## src/npls_pkg.sv

```systemverilog
// ----------------------------------------------------------------------------
// npls_pkg
// Shared types, sizes and helpers for the nearest point load sizer.
// ----------------------------------------------------------------------------
package npls_pkg;

  // Table and class sizes
  localparam int MAX_POINTS   = 1024;
  localparam int SIZE_CLASSES = 6;
  localparam int ADDR_W       = (MAX_POINTS > 1) ? $clog2(MAX_POINTS) : 1;
  localparam int CNT_W        = $clog2(MAX_POINTS + 1);

  // Field widths
  localparam int ACT_W   = 2;
  localparam int IDX_W   = 10;
  localparam int COORD_W = 30;
  localparam int LOAD_W  = 32;
  localparam int CLS_W   = 3;
  localparam int SQ_W    = 2 * COORD_W;
  localparam int DIST_W  = SQ_W + 1;

  // Register file
  localparam int NUM_REGS    = 1 + SIZE_CLASSES;
  localparam int REG_IDX_W   = (NUM_REGS > 1) ? $clog2(NUM_REGS) : 1;
  localparam int CFG_ADDR_W  = REG_IDX_W + 2;
  localparam int CFG_DATA_W  = 32;
  localparam int REG_CLASSES = 0;
  localparam int REG_LIMIT0  = 1;

  // Front to back queue
  localparam int QUEUE_DEPTH = 2;
  localparam int QPTR_W      = 1;
  localparam int QCNT_W      = 2;

  // Action codes on the input channel
  localparam logic [ACT_W-1:0] ACT_LOAD  = ACT_W'(0);
  localparam logic [ACT_W-1:0] ACT_SINK  = ACT_W'(1);
  localparam logic [ACT_W-1:0] ACT_QUERY = ACT_W'(2);

  // Classified operation handed to the back end
  typedef enum logic [1:0] {
    OP_LOAD,
    OP_SINK,
    OP_QUERY,
    OP_SKIP
  } op_t;

  typedef struct packed {
    op_t                op;
    logic [IDX_W-1:0]   idx;
    logic [COORD_W-1:0] cx;
    logic [COORD_W-1:0] cy;
    logic [LOAD_W-1:0]  cap;
  } item_t;

  typedef struct packed {
    logic [IDX_W-1:0]  nearest_index;
    logic [LOAD_W-1:0] total_load;
    logic [CLS_W-1:0]  size_choice;
    logic              overloaded;
    logic              no_points;
  } result_t;

  typedef struct packed {
    logic [CLS_W-1:0]                     n_classes;
    logic [SIZE_CLASSES-1:0][LOAD_W-1:0]  limit;
  } cfg_t;

  // Saturating unsigned add
  function automatic logic [LOAD_W-1:0] sat_add(input logic [LOAD_W-1:0] a,
                                                input logic [LOAD_W-1:0] b);
    logic [LOAD_W:0] s;
    s = {1'b0, a} + {1'b0, b};
    return s[LOAD_W] ? {LOAD_W{1'b1}} : s[LOAD_W-1:0];
  endfunction

  function automatic logic idx_in_range(input logic [IDX_W-1:0] idx);
    return 32'(idx) < 32'(MAX_POINTS);
  endfunction

  function automatic logic [ADDR_W-1:0] idx_to_addr(input logic [IDX_W-1:0] idx);
    logic [ADDR_W+IDX_W-1:0] w;
    w = {ADDR_W'(0), idx};
    return w[ADDR_W-1:0];
  endfunction

  function automatic logic [IDX_W-1:0] addr_to_idx(input logic [ADDR_W-1:0] a);
    logic [ADDR_W+IDX_W-1:0] w;
    w = {IDX_W'(0), a};
    return w[IDX_W-1:0];
  endfunction

endpackage

```

## src/npls_cfg.sv

```systemverilog
// ----------------------------------------------------------------------------
// npls_cfg
// APB register file: size class count and per-class load limits.
// ----------------------------------------------------------------------------
module npls_cfg
  import npls_pkg::*;
(
  input  logic                  clk,
  input  logic                  rst_n,
  input  logic                  psel,
  input  logic                  penable,
  input  logic                  pwrite,
  input  logic [CFG_ADDR_W-1:0] paddr,
  input  logic [CFG_DATA_W-1:0] pwdata,
  output logic [CFG_DATA_W-1:0] prdata,
  output logic                  pready,
  output cfg_t                  cfg
);

  logic [CLS_W-1:0]  classes_r;
  logic [LOAD_W-1:0] limit_r [SIZE_CLASSES];
  logic [REG_IDX_W-1:0] reg_idx;
  logic              wr_en;

  assign pready  = 1'b1;
  assign reg_idx = paddr[CFG_ADDR_W-1:2];
  assign wr_en   = psel && penable && pwrite && pready;

  // register writes
  always_ff @(posedge clk) begin
    if (!rst_n) begin
      classes_r <= CLS_W'(1);
      for (int k = 0; k < SIZE_CLASSES; k++) begin
        limit_r[k] <= '0;
      end
    end else if (wr_en) begin
      if (reg_idx == REG_IDX_W'(REG_CLASSES)) begin
        classes_r <= pwdata[CLS_W-1:0];
      end
      for (int k = 0; k < SIZE_CLASSES; k++) begin
        if (reg_idx == REG_IDX_W'(REG_LIMIT0 + k)) begin
          limit_r[k] <= pwdata[LOAD_W-1:0];
        end
      end
    end
  end

  // read back
  always_comb begin
    prdata = '0;
    if (reg_idx == REG_IDX_W'(REG_CLASSES)) begin
      prdata = CFG_DATA_W'(classes_r);
    end
    for (int k = 0; k < SIZE_CLASSES; k++) begin
      if (reg_idx == REG_IDX_W'(REG_LIMIT0 + k)) begin
        prdata = CFG_DATA_W'(limit_r[k]);
      end
    end
  end

  // class count clamped to 1..SIZE_CLASSES
  always_comb begin
    if (classes_r == '0) begin
      cfg.n_classes = CLS_W'(1);
    end else if (classes_r > CLS_W'(SIZE_CLASSES)) begin
      cfg.n_classes = CLS_W'(SIZE_CLASSES);
    end else begin
      cfg.n_classes = classes_r;
    end
    for (int k = 0; k < SIZE_CLASSES; k++) begin
      cfg.limit[k] = limit_r[k];
    end
  end

endmodule

```

## config.mk

```make
export PLATFORM = sky130hd
export DESIGN_NAME = npls_cfg
export DESIGN_NICKNAME = d
export VERILOG_FILES = /design/src/npls_pkg.sv /design/src/npls_cfg.sv
export SDC_FILE = /design/constraint.sdc
export NUM_CORES = 1
export LEC_CHECK = 0
export BUFFER_PORTS_ARGS = -buffer_cell sky130_fd_sc_hd__buf_4
export CAP_MARGIN = 25
export CORE_ASPECT_RATIO = 0.9
export CORE_MARGIN = 2
export CORE_UTILIZATION = 52
export CTS_CLUSTER_DIAMETER = 150
export DETAILED_ROUTE_END_ITERATION = 10
export PLACE_DENSITY = 0.8
export SKIP_LAST_GASP = 1
export SLEW_MARGIN = 20
export SYNTH_ARGS = -nofsm -noshare
export SYNTH_HDL_FRONTEND = slang
export SYNTH_SLANG_ARGS = --single-unit
```

## constraint.sdc

```tcl
create_clock -name clk -period 5 [get_ports clk]
set_clock_uncertainty 0.2 [all_clocks]
set_input_delay 0 -clock clk [delete_from_list [all_inputs] [get_ports clk]]
set_output_delay 0 -clock clk [all_outputs]
set_load 0.05 [all_outputs]
```

==> flow_metrics.tcl <==
set metrics [dict create \
    status "finished clean" \
    drt-total-wl_um 27520 \
    antenna_found_initial 0 \
    track_usage_pct 29.89 \
    cp.required_ns 4.80 \
    syn_avg_cell_area_um2 13.34 \
    cts_made_buffers 17 \
    cp-start-kind "input pin" \
    worstSetupPathType "in -> out" \
    grt_pass1_wl_um 40410 \
    dieArea_um2 18470 \
    clock-sinks 195 \
    clkLatencyLatePin_ns 0.45 \
    die_x_um 143.0 \
    stdcell_area_um2 12260 \
    filler_cell_count 1166 \
    yosys_warnings 0 \
    num_io_pins 270 \
    critPathMaxFanout 73 \
    rsz0062_at_grt "no" \
    yosys.area.top_type "edfxtp_1" \
    grt-ovfl-total 0 \
    synthToLayoutAreaGrowth_pct 35.56 \
    place_congestion 0.8217 \
    async_flop_share_pct 0 \
    rows 45 \
    synth_common_cells "and2_1, edfxtp_1, a21oi_1" \
    ys.flop_type "edfxtp_1" \
    clk_path_buf_depth 2 \
    drcViolationCount 0 \
    synth_area_um2 9046 \
    synth_area_leaders "edfxtp_1, and2_1, mux2i_1" \
    holdCritPathClass "in -> reg" \
    fmax_mhz 381.1 \
    grt_pass1_vias 6842 \
    clk_pin_slew_ns 0.07 \
    relSlewSlack_pct 28.60 \
    cp_data_arrival_time_ns 2.42 \
    tns_ns 0 \
    vias 6886 \
    syn_nets 720 \
    endpoint_kind "output pin" \
    die_h_um 129.1 \
    finalSetupViolCount 0 \
    port_buffers 266 \
    worstMarginPinSlew_ns 1.071 \
    drtAntennaViolNets 0 \
    slew_violations 0 \
    drtIter0Drc 468 \
    p_leak_nw 4.940 \
    peakVddDrop_mv 0.2961 \
    ys_seq_elements 195 \
    finalHoldViolations 0 \
    period_needed_ns 2.624 \
    drv_cap 0 \
    p_per_area_nw_per_um2 353.6 \
    syn_inst 678 \
    total_power_mw 4.336 \
    diodes 0 \
    post-route-util_pct 72.36 \
    vias_per_cell 5.682 \
    htree_levels 4 \
    start_util_pct 53.38 \
    synth_edf_count 192 \
    drive_above_1_share_pct 36.75 \
    nets 1006 \
    ys_types 35 \
    cts_tree "done" \
    grt_max_degree 77 \
    postCtsSetupRepairBufs 0 \
    hpwl_um 16940 \
    core_um2 16950 \
    drt_pass1_iterations 5 \
    ys_seq_area_share_pct 64.40 \
    synth_top_area_share_pct 63.73 \
    clockRootBuffer "clkbuf_16" \
    place_area_um2 11220 \
    avgRoutedWirePerCell_um 22.70 \
    fin_crit_sh_pct 52.48 \
]
[per-stage QoR]
step	hold WS, ns	worst slack (ns)	cells
finish	0.04674	2.376	1212
global route	0.04608	2.247	1212
floorplan	-0.07489	1.367	678
global placement	0.08158	2.132	1139
CTS	0.02924	2.407	1212
detailed placement	0.1042	2.075	1139
[what timing repair did]
action                                 in CTS  in global routing
hold buffers                               41                  0
endpoints found under the hold margin     213                  0
resized for setup                           0                  0
[cell type report]
type | instances | area (µm²) | share of cell area (%)
Sequential cell | 195 | 5826 | 47.51
Multi-Input combinational cell | 428 | 3003 | 24.49
Timing Repair Buffer | 320 | 2505 | 20.43
Clock buffer | 18 | 429.2 | 3.500
Tap cell | 235 | 294.0 | 2.398
Clock inverter | 14 | 198.9 | 1.622
Inverter | 2 | 7.507 | 0.06122
[critical path, cell delays in order]
cell	delay, ns
buf_4	0.68
nor2b_4	0.93
a21oi_1	0.23
a21oi_1	0.27
buf_4	0.24
[cells by family after synthesis]
family          synth area share [%]
other cells                  0.04145
simple gates                   17.10
buf+inv                        3.541
flops                          64.40
compound gates                 7.441
mux                            7.483
[metal layers]
layer / GRT usage, % / vias to the layer above / wire [µm] / part of all wire, %
met3: 7.132 / 41 / 2408 / 8.8
met2: 51.82 / 404 / 13910 / 51
met5: 0 / - / 0 / 0
met4: 10.25 / 0 / 501 / 1.8
li1: - / 3034 / - / -
met1: 37.08 / 3407 / 10700 / 39
[cells in the final DEF, fill, tap and decap left out, types with 2 or more instances in the layout]
| master | instances |
|---|---|
| a21oi_1 | 62 |
| nor3_4 | 3 |
| mux2i_1 | 35 |
| nand2_2 | 2 |
| clkinvlp_4 | 3 |
| nand2b_1 | 2 |
| o21ai_0 | 3 |
| edfxtp_1 | 192 |
| dlygate4sd3_1 | 41 |
| clkinv_2 | 2 |
| bufinv_16 | 4 |
| mux2_2 | 29 |
| a221oi_1 | 31 |
| dfxtp_1 | 3 |
| clkbuf_16 | 17 |
| and2_1 | 192 |
| nand2b_4 | 2 |
| nor2_1 | 38 |
| o21ai_4 | 5 |
| inv_6 | 4 |
| nand2_1 | 4 |
| nor2_2 | 2 |
| o22ai_1 | 2 |
| nor2b_4 | 2 |
| buf_4 | 279 |
| nand3_1 | 4 |
| inv_1 | 2 |
[flip-flops by register name, summed over array words and instances, names as in the netlist]
register and count:
classes_r 3, limit_r 192
[final timing paths]
check | start | end | slack [ns] | cells after the start
setup / recovery | paddr[2] | prdata[30] | 2.38 | 5
hold / removal | psel | limit_r[1][21] | 0.05 | 3
setup reg to reg | classes_r[1] | classes_r[1] | 3.54 | 3
hold reg to reg | classes_r[0] | classes_r[0] | 0.89 | 3
[report_power, final]
part / switching, mW / leakage (nW) / total (mW) / internal (mW)
Combinational: 0.650 / 2.79 / 0.911 / 0.261
Clock: 0.635 / 0.300 / 1.48 / 0.845
Sequential: 0.0598 / 1.85 / 1.94 / 1.89
Total: 1.34 / 4.94 / 4.34 / 2.99
No activity file was read; power rests on OpenSTA's default activity.
