--- src/npls_pkg.sv ---
// ----------------------------------------------------------------------------
// npls_pkg
// Shared types, sizes and helpers for the nearest point load sizer.
// ----------------------------------------------------------------------------
package npls_pkg;

  // Table and class sizes
  localparam int MAX_POINTS   = 1024;
  localparam int SIZE_CLASSES = 6;
  localparam int ADDR_W       = (MAX_POINTS > 1) ? $clog2(MAX_POINTS) : 1;
  localparam int CNT_W        = $clog2(MAX_POINTS + 1);

  // Field widths
  localparam int ACT_W   = 2;
  localparam int IDX_W   = 10;
  localparam int COORD_W = 30;
  localparam int LOAD_W  = 32;
  localparam int CLS_W   = 3;
  localparam int SQ_W    = 2 * COORD_W;
  localparam int DIST_W  = SQ_W + 1;

  // Register file
  localparam int NUM_REGS    = 1 + SIZE_CLASSES;
  localparam int REG_IDX_W   = (NUM_REGS > 1) ? $clog2(NUM_REGS) : 1;
  localparam int CFG_ADDR_W  = REG_IDX_W + 2;
  localparam int CFG_DATA_W  = 32;
  localparam int REG_CLASSES = 0;
  localparam int REG_LIMIT0  = 1;

  // Front to back queue
  localparam int QUEUE_DEPTH = 2;
  localparam int QPTR_W      = 1;
  localparam int QCNT_W      = 2;

  // Action codes on the input channel
  localparam logic [ACT_W-1:0] ACT_LOAD  = ACT_W'(0);
  localparam logic [ACT_W-1:0] ACT_SINK  = ACT_W'(1);
  localparam logic [ACT_W-1:0] ACT_QUERY = ACT_W'(2);

  // Classified operation handed to the back end
  typedef enum logic [1:0] {
    OP_LOAD,
    OP_SINK,
    OP_QUERY,
    OP_SKIP
  } op_t;

  typedef struct packed {
    op_t                op;
    logic [IDX_W-1:0]   idx;
    logic [COORD_W-1:0] cx;
    logic [COORD_W-1:0] cy;
    logic [LOAD_W-1:0]  cap;
  } item_t;

  typedef struct packed {
    logic [IDX_W-1:0]  nearest_index;
    logic [LOAD_W-1:0] total_load;
    logic [CLS_W-1:0]  size_choice;
    logic              overloaded;
    logic              no_points;
  } result_t;

  typedef struct packed {
    logic [CLS_W-1:0]                     n_classes;
    logic [SIZE_CLASSES-1:0][LOAD_W-1:0]  limit;
  } cfg_t;

  // Saturating unsigned add
  function automatic logic [LOAD_W-1:0] sat_add(input logic [LOAD_W-1:0] a,
                                                input logic [LOAD_W-1:0] b);
    logic [LOAD_W:0] s;
    s = {1'b0, a} + {1'b0, b};
    return s[LOAD_W] ? {LOAD_W{1'b1}} : s[LOAD_W-1:0];
  endfunction

  function automatic logic idx_in_range(input logic [IDX_W-1:0] idx);
    return 32'(idx) < 32'(MAX_POINTS);
  endfunction

  function automatic logic [ADDR_W-1:0] idx_to_addr(input logic [IDX_W-1:0] idx);
    logic [ADDR_W+IDX_W-1:0] w;
    w = {ADDR_W'(0), idx};
    return w[ADDR_W-1:0];
  endfunction

  function automatic logic [IDX_W-1:0] addr_to_idx(input logic [ADDR_W-1:0] a);
    logic [ADDR_W+IDX_W-1:0] w;
    w = {IDX_W'(0), a};
    return w[IDX_W-1:0];
  endfunction

endpackage

--- src/npls_if.sv ---
// ----------------------------------------------------------------------------
// npls_if
// Valid/ready channel interfaces for input items and results.
// ----------------------------------------------------------------------------
interface npls_in_if
  import npls_pkg::*;
();
  logic               valid;
  logic               ready;
  logic [ACT_W-1:0]   action;
  logic [IDX_W-1:0]   point_index;
  logic [COORD_W-1:0] coord_x;
  logic [COORD_W-1:0] coord_y;
  logic [LOAD_W-1:0]  cap_value;

  modport source (output valid, action, point_index, coord_x, coord_y, cap_value,
                  input ready);
  modport sink   (input valid, action, point_index, coord_x, coord_y, cap_value,
                  output ready);
endinterface


--- src/npls_front.sv ---
// ----------------------------------------------------------------------------
// npls_front
// Accepts input items, classifies them and holds them in a short queue.
// ----------------------------------------------------------------------------
module npls_front
  import npls_pkg::*;
(
  input  logic  clk,
  input  logic  rst_n,
  npls_in_if.sink in_item,
  output item_t q_item,
  output logic  q_valid,
  input  logic  q_pop
);

  item_t             cls_item;
  item_t             q_mem_r [QUEUE_DEPTH];
  logic [QPTR_W-1:0] wr_ptr_r;
  logic [QPTR_W-1:0] rd_ptr_r;
  logic [QCNT_W-1:0] count_r;
  logic              push;

  assign in_item.ready = (count_r != QCNT_W'(QUEUE_DEPTH));
  assign push          = in_item.valid && in_item.ready;
  assign q_valid       = (count_r != '0);
  assign q_item        = q_mem_r[rd_ptr_r];

  // classify: out-of-range slots and unused actions become skips
  always_comb begin
    cls_item.idx = in_item.point_index;
    cls_item.cx  = in_item.coord_x;
    cls_item.cy  = in_item.coord_y;
    cls_item.cap = in_item.cap_value;
    unique case (in_item.action)
      ACT_LOAD:  cls_item.op = idx_in_range(in_item.point_index) ? OP_LOAD : OP_SKIP;
      ACT_SINK:  cls_item.op = OP_SINK;
      ACT_QUERY: cls_item.op = idx_in_range(in_item.point_index) ? OP_QUERY : OP_SKIP;
      default: begin
        cls_item.op  = OP_SKIP;
        cls_item.idx = '0;
      end
    endcase
  end

  // queue pointers and fill
  always_ff @(posedge clk) begin
    if (!rst_n) begin
      wr_ptr_r <= '0;
      rd_ptr_r <= '0;
      count_r  <= '0;
    end else begin
      if (push) begin
        wr_ptr_r <= (wr_ptr_r == QPTR_W'(QUEUE_DEPTH - 1)) ? '0 : wr_ptr_r + QPTR_W'(1);
      end
      if (q_pop) begin
        rd_ptr_r <= (rd_ptr_r == QPTR_W'(QUEUE_DEPTH - 1)) ? '0 : rd_ptr_r + QPTR_W'(1);
      end
      unique case ({push, q_pop})
        2'b10:   count_r <= count_r + QCNT_W'(1);
        2'b01:   count_r <= count_r - QCNT_W'(1);
        default: count_r <= count_r;
      endcase
    end
  end

  // queue storage
  always_ff @(posedge clk) begin
    if (push) begin
      q_mem_r[wr_ptr_r] <= cls_item;
    end
  end

endmodule

--- src/flat_wrapper.sv ---
// flat-port wrapper written by rule: the top's interface ports become plain ports
module npls_front_flat import npls_pkg::*;
  (clk, rst_n, q_item, q_valid, q_pop, in_item_valid, in_item_action, in_item_point_index, in_item_coord_x, in_item_coord_y, in_item_cap_value, in_item_ready);
  npls_in_if in_item_i ();
  input  logic clk;
  input  logic rst_n;
  output item_t q_item;
  output logic q_valid;
  input  logic q_pop;
  input wire logic [$bits(in_item_i.valid)-1:0] in_item_valid;
  input wire logic [$bits(in_item_i.action)-1:0] in_item_action;
  input wire logic [$bits(in_item_i.point_index)-1:0] in_item_point_index;
  input wire logic [$bits(in_item_i.coord_x)-1:0] in_item_coord_x;
  input wire logic [$bits(in_item_i.coord_y)-1:0] in_item_coord_y;
  input wire logic [$bits(in_item_i.cap_value)-1:0] in_item_cap_value;
  output wire logic [$bits(in_item_i.ready)-1:0] in_item_ready;
  assign in_item_i.valid = in_item_valid;
  assign in_item_i.action = in_item_action;
  assign in_item_i.point_index = in_item_point_index;
  assign in_item_i.coord_x = in_item_coord_x;
  assign in_item_i.coord_y = in_item_coord_y;
  assign in_item_i.cap_value = in_item_cap_value;
  assign in_item_ready = in_item_i.ready;
  npls_front u_core (.clk(clk), .rst_n(rst_n), .in_item(in_item_i), .q_item(q_item), .q_valid(q_valid), .q_pop(q_pop));
endmodule
--- config.mk ---
export PLATFORM = sky130hd
export DESIGN_NAME = npls_front_flat
export DESIGN_NICKNAME = d
export VERILOG_FILES = /design/src/npls_pkg.sv /design/src/npls_if.sv /design/src/npls_front.sv /design/src/flat_wrapper.sv
export SDC_FILE = /design/constraint.sdc
export NUM_CORES = 1
export LEC_CHECK = 0
export BUFFER_PORTS_ARGS = -buffer_cell sky130_fd_sc_hd__clkbuf_2
export CAP_MARGIN = 30
export CELL_PAD_IN_SITES_DETAIL_PLACEMENT = 1
export CELL_PAD_IN_SITES_GLOBAL_PLACEMENT = 2
export CORE_MARGIN = 2
export CORE_UTILIZATION = 30
export DETAILED_ROUTE_END_ITERATION = 10
export GPL_TIMING_DRIVEN = 0
export PLACE_DENSITY_LB_ADDON = 0.1
export SLEW_MARGIN = 20
export SYNTH_ARGS = -nofsm -noshare
export SYNTH_HDL_FRONTEND = slang
export SYNTH_SLANG_ARGS = --single-unit
--- constraint.sdc ---
create_clock -name clk -period 5.8 [get_ports clk]
set_input_delay 0.29 -clock clk [delete_from_list [all_inputs] [get_ports clk]]
set_output_delay 0.29 -clock clk [all_outputs]
set_load 0.03 [all_outputs]
==> impl_metrics.csv, run 1 <==
group,metric,value,unit
floorplanning,die_h,168,microns
clocking,clkSinkCount,213,
clocking,cts-root-buf,"clkbuf_16",
clocking,clk_pin_slew,50,ps
clocking,numCtsBuffers,25,
power,p_sw_share,26.0,%
detailed_routing,ant_nets,0,
min_path,hp-start,"rst_n",
synth,ys_ff_latch,213,
min_path,min_to,"u_core.count_r[0]",
sta,drv_slew,0,
sta,finalSetupViolCount,0,
power,p_clk_share,36.1,%
placed_design,dp_cells,911,
worst_setup_path,rrSetupSlack,3830,ps
worst_setup_path,required,5510,ps
power,power.leakage,4.46,nW
grt,antenna_found_initial,0,
floorplanning,ios,214,
detailed_routing,wirelength,17300,microns
grt,grt_pass1_vias,5004,
min_path,worstHoldPathType,"in -> reg",
floorplanning,core,26200,sq um
final_layout,utilization,43.3,%
sta,rsz0062_at_grt,"no",
detailed_routing,wl_per_cell,16.5,microns
final_layout,design_area,11300,sq um
synth,yosysSeqAreaShare,78.9,%
floorplanning,die-area,28200,sq um
worst_setup_path,rr_startpoint,"u_core.count_r[0]",
clocking,cts_buffer_depth,3,
floorplanning,row_count,59,
grt,overflow,0,
detailed_routing,avgViaCountPerCell,4.24,
power,p_comb_share,18.3,%
power,p_per_area,364,nW/um^2
final_layout,nets,804,
sta,post-route-min-period,2210,ps
run,maxCapViolCount,0,
synth,postSynthAreaPerCell,22.4,sq um
clocking,cts_htree_levels,1,
final_layout,finalNonFillerCells,1049,
worst_setup_path,critPathLaunchType,"flip-flop",
clocking,cts_tree,"built",
power,seq_power_share,45.6,%
detailed_routing,dr.pass1.iters,4,
sta,finClkSkew,6.71,ps
worst_setup_path,crit_chain,"buf_2 -> buf_6 -> buf_6 -> mux2_4 -> clkbuf_2",
synth,synth_area_leaders,"edfxtp_1 (78%), mux2_4 (11%), mux2_2 (6.2%)",
sta,tightest_slew,481,ps
sta,maxSlewHeadroom,67.9,%
clocking,clkLatencyLatePin,510,ps
synth,yosysTopAreaCellShare,77.6,%
synth,mappedNetlistNets,469,
detailed_routing,drt_iter0_drc,153,
grt,grt_first_pass_wirelength,26700,microns
sta,tns,0,ps
detailed_routing,drc,0,
power,p_sw,1.07,mW
clocking,ctsResizeCount,0,
power,ir_drop,0.185,mV
status,outcome,"complete, no violations",
worst_setup_path,critical_path_arrival,1920,ps
placed_design,hpwlAfterDp,11400,microns
sta,hold_violations,0,
synth,synthDistinctLibCells,22,
synth,synth_top_cell_by_area,"edfxtp_1",
synth,synth_cells,360,
synth,syn_area,8050,sq um
worst_setup_path,worstPathMaxFanout,10,
placed_design,place_area,9630,sq um
worst_setup_path,slowest_stage,"mux2_4",
placed_design,port_buffers,213,
floorplanning,dieWidth,168,microns
worst_setup_path,crit_path_max_incr_delay,320,ps
sta,fin_crit_sh,38.0,%
detailed_routing,vias,4446,
grt,track_usage,12.1,%
floorplanning,start_util,30.7,%
grt,grt_max_degree,59,
min_path,min_path_cells,2,
final_layout,areaGrowthSynthToFinish,40.9,%
synth,yosys_warnings,0,
worst_setup_path,worstSetupPathType,"reg -> out",
power,p_int,3.05,mW
sta,clock.fmax,453,MHz
worst_setup_path,worst_path_most_repeated_cell,"buf_6",
sta,whs,50.6,ps
worst_setup_path,crit_path_end_kind,"output pin",
worst_setup_path,r2r_cells,4,
final_layout,diodes,0,
final_layout,drive_gt1_share,52.5,%
placed_design,routabilityCongestion,0.695,
worst_setup_path,timing.rr.end,"u_core.q_mem_r[0][76]",
## state kept, by name, summed over array words and instances, names as in the netlist, named ones only
name	cells
u_core.q_mem_r	208
u_core.count_r	2
u_core.rd_ptr_r	1
u_core.wr_ptr_r	1
## cell families after synthesis
| family | synth area share [%] |
|---|---|
| xor+xnor | 0.327 |
| fa+ha+maj | 0.155 |
| flops | 78.9 |
| simple gates | 1.51 |
| buf+inv | 1.43 |
| mux | 17.4 |
| compound gates | 0.373 |
## per-stage QoR
stage | total power, mW | setup slack (ps)
floorplan | 2.41 | 2060
global placement | 2.63 | 600
detailed placement | 2.64 | 3790
CTS | 4.20 | 3510
global route | 4.31 | 3490
finish | 4.13 | 3590
## power by group through the flow
stage	registers [mW]	clock network [mW]	logic [mW]
finish	1.88	1.49	0.754
global route	1.90	1.60	0.806
CTS	1.89	1.54	0.771
detailed placement	1.92	0	0.718
global placement	1.93	0	0.693
floorplan	1.92	0	0.490
## critical path, delay by kind of cell, from the launching register on
kind,cells,cell delay (ps)
buffers and inverters,4,780
DFF,1,300
muxes,1,320
## layout by cell type (no fill, tap or decap), drive strengths merged, types with 2 or more instances in the layout
cell	count
dlygate4sd3	92
xnor2	2
inv	2
and2	13
bufinv	2
dfxtp	5
nand2	2
edfxtp	208
clkinv	12
buf	15
clkbuf	245
a21boi	2
mux2	104
## layout make-up
cell class	count	area [sq um]
fillers	2576	14900
flip-flops and latches	213	6350
repair buffers	308	2070
multi-input cells	132	1590
clock buffers	30	664
well taps	335	419
clock inverters	16	131
plain buffers	14	111
inverters	1	8.76
## what timing repair did
action	4_1_cts	5_1_grt
endpoints found under the hold margin	184	0
hold buffers	92	0
setup buffers	0	0
## cells in the mapped netlist
master	n
clkbuf_1	2
edfxtp_1	208
xor2_1	1
nand3b_1	1
or3_1	1
and2_1	13
a21bo_2	1
o21ai_0	1
or2_2	1
dfxtp_1	5
a21boi_0	1
a21boi_1	1
ha_1	1
xnor2_1	2
mux2_4	60
inv_1	1
buf_2	5
nand2_1	2
buf_6	7
mux2_2	44
nand2b_1	1
and3_1	1
## how the worst max path moves through the flow
stage / to / cells past startpoint
3_3_place_gp: u_core.q_mem_r[1][71] / 2
2_1_floorplan: u_core.q_mem_r[1][0] / 2
4_1_cts: q_item[78] / 5
5_1_grt: q_item[84] / 5
6_report: q_item[78] / 5
3_5_place_dp: u_core.q_mem_r[0][70] / 4
## metal layers
layer / up-vias / part of all wire, % / global-route usage, %
li1: 2091 / - / -
met1: 2164 / 39 / 14.0
met2: 163 / 50 / 21.4
met3: 28 / 9.4 / 4.23
met4: 0 / 1.9 / 3.33
met5: - / 0 / 0
(Power assumes the default switching activity.)
==> run 2, diff against run 1 <==
- clock period: 5.8 -> 2 ns (I/O delays scaled with it)
==> run 2 against run 1 <==
Via count rose by 1.4%. First-iteration DRC count rose by 18%. Highest routed layer unchanged. Largest cell class unchanged. Core utilization up 1.2 points. Clock power grew to 2.8 times the previous value. Hold slack improved by 270 ps. Total power increased to 2.9 times the previous value. Critical endpoint is now q_item[85]. Combinational power grew to 3.1 times the previous value. Cell area grew 2.8%. Register-to-register slack worse by 3500 ps. Sequential cell count did not move. Clock-buffer cell count rose by 5. Clock skew is 2.5 ps higher.
==> impl_metrics.csv, run 2 (synthesis results as in run 1) <==
group,metric,value,unit
status,outcome,"complete, no violations",
sta,clock.fmax,527,MHz
grt,grt_pass1_vias,5111,
final_layout,areaGrowthSynthToFinish,44.9,%
final_layout,nets,829,
final_layout,utilization,44.5,%
grt,track_usage,12.8,%
detailed_routing,wl_per_cell,17.0,microns
grt,overflow,0,
detailed_routing,vias,4509,
floorplanning,core,26200,sq um
floorplanning,dieWidth,168,microns
worst_setup_path,slowest_stage,"dfxtp_1",
placed_design,dp_cells,913,
detailed_routing,dr.pass1.iters,4,
clocking,cts_tree,"built",
final_layout,layout_common_cells,"clkbuf_2 (210), edfxtp_1 (208), dlygate4sd3_1 (108)",
worst_setup_path,worst-path-buf-inv,4,
power,power.leakage,4.56,nW
placed_design,routabilityCongestion,0.696,
worst_setup_path,required,1900,ps
worst_setup_path,crit_path_end_kind,"output pin",
run,maxCapViolCount,0,
final_layout,finalNonFillerCells,1073,
clocking,cts_htree_levels,1,
floorplanning,die_h,168,microns
final_layout,largest_register_ffs,208,
sta,fin_crit_sh,94.9,%
sta,drv_slew,0,
clocking,cts_buffer_depth,3,
placed_design,place_ws,-170,ps
final_layout,drive_gt1_share,51.2,%
final_layout,largest_register,"u_core.q_mem_r",
worst_setup_path,crit_path_max_incr_delay,330,ps
min_path,hp-start,"in_item_cap_value[18]",
power,ir_drop,0.700,mV
final_layout,num-fill-cells,2582,
clocking,clk_pin_slew,60,ps
placed_design,port_buffers,213,
sta,setup_ws,102,ps
worst_setup_path,crit_chain,"buf_6 -> buf_12 -> buf_12 -> mux2_4 -> clkbuf_2",
final_layout,final_common_cell,"clkbuf_2",
worst_setup_path,worstSetupPathType,"reg -> out",
power,p_per_area,1030,nW/um^2
floorplanning,ios,214,
sta,finClkSkew,9.23,ps
detailed_routing,avgViaCountPerCell,4.20,
floorplanning,die-area,28200,sq um
worst_setup_path,worst_path_most_repeated_cell,"buf_12",
final_layout,diodes,0,
grt,grt_max_degree,41,
sta,post-route-min-period,1900,ps
sta,hold_violations,0,
sta,finalSetupViolCount,0,
floorplanning,start_util,30.7,%
clocking,clkLatencyLatePin,510,ps
worst_setup_path,critPathTopFamily,"buffers and inverters",
sta,rsz0062_at_grt,"no",
min_path,worstHoldPathType,"in -> reg",
detailed_routing,drc,0,
sta,maxSlewHeadroom,69.2,%
floorplanning,row_count,59,
sta,tightest_slew,463,ps
clocking,cts-root-buf,"clkbuf_16",
worst_setup_path,rr_startpoint,"u_core.count_r[0]",
final_layout,reg_top3,"u_core.q_mem_r x208, u_core.count_r x2",
detailed_routing,ant_nets,0,
detailed_routing,wirelength,18200,microns
worst_setup_path,critPathLaunchType,"flip-flop",
clocking,clkSinkCount,213,
detailed_routing,drt_iter0_drc,181,
grt,grt_first_pass_wirelength,27900,microns
worst_setup_path,critical_path_arrival,1800,ps
grt,antenna_found_initial,0,
clocking,numCtsBuffers,25,
placed_design,hpwlAfterDp,11700,microns
worst_setup_path,worstPathMaxFanout,10,
==> run 2: cell types whose count changed in the layout (fill, tap and decap cells not counted), moves of 3 or more <==
cell           delta
clkbuf_2          -3
buf_6             -6
buf_4             +6
buf_12           +10
buf_2             -3
clkinv_2          -5
clkbuf_4          +4
clkbuf_1          +7
dlygate4sd3_1    +16
==> run 2: stage by stage <==
| stage | hold slack, ps | power (mW) | cell area (sq um) | TNS (ps) |
|---|---|---|---|---|
| detailed placement | 293 | 7.67 | 9670 | -3880 |
| global route | 302 | 12.6 | 11700 | 0 |
| global placement | 288 | 7.60 | 9550 | -289750 |
| CTS | 294 | 12.2 | 11500 | -323 |
| finish | 320 | 12.0 | 11700 | 0 |
| floorplan | 199 | 6.98 | 8060 | -95940 |
==> run 2: layer usage <==
metal	GRT usage [%]	vias up	routed length (microns)
met5	0	-	0
met4	4.27	0	559
met3	3.03	38	983
met2	23.6	137	9480
met1	14.4	2190	7180
li1	-	2144	-
==> run 2: worst paths after layout <==
check / cells after the start / endpoint / slack, ps
worst max-delay path: 5 / q_item[85] / 100
worst min-delay path: 2 / u_core.q_mem_r[0][18] / 320
worst max register to register: 3 / u_core.q_mem_r[1][63] / 350
worst min register to register: 2 / u_core.count_r[1] / 580
==> run 2: worst reg2reg max path, stage by stage, from the launching register on <==
cell and delay, ps:
dfxtp_2 360, nand2b_4 160, and3_4 500, buf_16 300
==> run 2: cell type report <==
class,instances,area (sq um),area share [%]
plain buffers,14,189,1.62
clock buffers,35,663,5.69
clock inverters,10,97.6,0.837
inverters,1,7.51,0.0644
multi-input cells,132,1600,13.7
flip-flops and latches,213,6350,54.4
well taps,335,419,3.60
repair buffers,332,2330,20.0
repair inverters,1,7.51,0.0644
==> run 2: power breakdown <==
group / switching, mW / internal (mW) / leakage, nW
combinational: 1.35 / 0.977 / 2.21
sequential: 0.0972 / 5.37 / 1.99
clock: 1.69 / 2.55 / 0.366
total: 3.13 / 8.90 / 4.56
==> run 2: repair_timing <==
action                                  4_1_cts  5_1_grt
endpoints found under the setup margin       97      116
buffers inserted                              0        5
hold buffers                                108        0
resized for setup                             6       18
endpoints found under the hold margin       213        0
gates cloned                                  1        1
==> run 3, diff against run 2 <==
- CELL_PAD_IN_SITES_DETAIL_PLACEMENT: 1 -> 0
- CELL_PAD_IN_SITES_GLOBAL_PLACEMENT: 2 -> 1
==> run 3 against run 2 <==
Clock power fell by 2%. Hold slack worse by 2.4 ps. Critical path type unchanged. Clock skew down 1.8 ps. Sequential power hardly changed. Critical path depth shrank 1. Combinational power about the same. Largest cell class unchanged.
==> impl_metrics.csv, run 3 (synthesis results as in run 1) <==
group,metric,value,unit
min_path,worstHoldPathType,"in -> reg",
detailed_routing,wirelength,17000,microns
detailed_routing,drc,0,
placed_design,dp_cells,914,
sta,drv_slew,0,
worst_setup_path,critPathLaunchType,"flip-flop",
final_layout,largest_register_ffs,208,
sta,hold_violations,0,
worst_setup_path,required,1900,ps
final_layout,largest_register,"u_core.q_mem_r",
floorplanning,die-area,28200,sq um
worst_setup_path,crit_path_end_kind,"output pin",
status,outcome,"complete, no violations",
floorplanning,row_count,59,
floorplanning,die_h,168,microns
grt,grt_first_pass_wirelength,25500,microns
final_layout,utilization,44.4,%
clocking,clkSinkCount,213,
final_layout,finalNonFillerCells,1068,
clocking,numCtsBuffers,24,
sta,fin_crit_sh,96.0,%
grt,grt_pass1_vias,4756,
floorplanning,ios,214,
sta,clock.fmax,521,MHz
detailed_routing,avgViaCountPerCell,4.19,
final_layout,nets,825,
detailed_routing,wl_per_cell,15.9,microns
power,p_per_area,1030,nW/um^2
sta,post-route-min-period,1920,ps
floorplanning,dieWidth,168,microns
final_layout,diodes,0,
sta,tightest_slew,696,ps
power,finalPower,11.9,mW
clocking,cts-root-buf,"clkbuf_16",
final_layout,layout_common_cells,"edfxtp_1 (208), clkbuf_2 (200), dlygate4sd3_1 (108)",
grt,track_usage,11.6,%
placed_design,port_buffers,213,
grt,overflow,0,
final_layout,final_common_cell,"edfxtp_1",
grt,antenna_found_initial,0,
final_layout,reg_top3,"u_core.q_mem_r x208, u_core.count_r x2",
worst_setup_path,worstSetupPathType,"reg -> out",
power,ir_drop,0.545,mV
final_layout,drive_gt1_share,51.0,%
clocking,cts_htree_levels,1,
power,power.leakage,4.55,nW
clocking,clk_pin_slew,60,ps
worst_setup_path,critical_path_arrival,1820,ps
clocking,clkLatencyLatePin,500,ps
detailed_routing,vias,4475,
detailed_routing,dr.pass1.iters,4,
final_layout,num-fill-cells,2341,
floorplanning,start_util,30.7,%
sta,finalSetupViolCount,0,
sta,finClkSkew,7.44,ps
placed_design,routabilityCongestion,0.654,
worst_setup_path,worstPathMaxFanout,10,
grt,grt_max_degree,32,
placed_design,hpwlAfterDp,11200,microns
clocking,cts_buffer_depth,3,
clocking,cts_tree,"built",
detailed_routing,drt_iter0_drc,184,
final_layout,areaGrowthSynthToFinish,44.5,%
sta,rsz0062_at_grt,"yes",
sta,maxSlewHeadroom,53.3,%
detailed_routing,ant_nets,0,
floorplanning,core,26200,sq um
run,maxCapViolCount,0,
-- run 3: report_power, final --
group	switching (mW)	leakage (nW)	total, mW	internal [mW]
Clock	1.65	0.367	4.16	2.51
Sequential	0.0909	1.99	5.46	5.37
Combinational	1.33	2.19	2.30	0.967
-- run 3: final timing paths --
check / depth (start not counted) / slack, ps / start / end
max: 4 / 80 / flip-flop / q_item[9]
max reg2reg: 5 / 140 / u_core.count_r[0] / u_core.q_mem_r[0][45]
min: 2 / 320 / in_item_coord_x[29] / u_core.q_mem_r[0][91]
min reg2reg: 2 / 540 / u_core.count_r[1] / u_core.count_r[1]
-- run 3: cell type report --
class | instances | area (sq um) | area share [%]
Clock buffer | 29 | 641 | 5.51
Multi-Input combinational cell | 132 | 1600 | 13.8
Timing Repair Buffer | 329 | 2320 | 20.0
Clock inverter | 14 | 109 | 0.936
Sequential cell | 213 | 6350 | 54.6
Inverter | 1 | 7.51 | 0.0646
Buffer | 14 | 180 | 1.55
Timing Repair inverter | 1 | 5.00 | 0.0430
Tap cell | 335 | 419 | 3.60
-- run 3: critical path: stages (launching register included) --
cell and delay (ps):
dfxtp_1 300, buf_4 160, buf_2 280, mux2_2 380, clkbuf_2 190
-- run 3: what timing repair did --
action,in CTS,in global routing
cloned,1,1
setup endpoints to repair,93,90
hold endpoints to repair,213,0
hold buffers,108,0
resized for setup,17,14
setup buffers,0,1
-- run 3: per-stage QoR --
stage	setup WS (ps)	cell area, sq um	setup TNS (ps)	hold slack [ps]
global route	-39.2	11600	-495	298
detailed placement	-134	9670	-3940	293
finish	80.7	11600	0	317
CTS	-2.45	11600	-3.27	286
global placement	-1660	9550	-283110	288
floorplan	-603	8060	-95940	199
-- run 3: metal layers --
layer	wire [microns]	share of wire, %	track usage [%]	vias up
met3	1080	6.4	3.01	29
met1	7100	42	14.0	2165
met2	8280	49	20.2	149
met5	0	0	0	-
li1	-	-	-	2132
met4	493	2.9	3.78	0
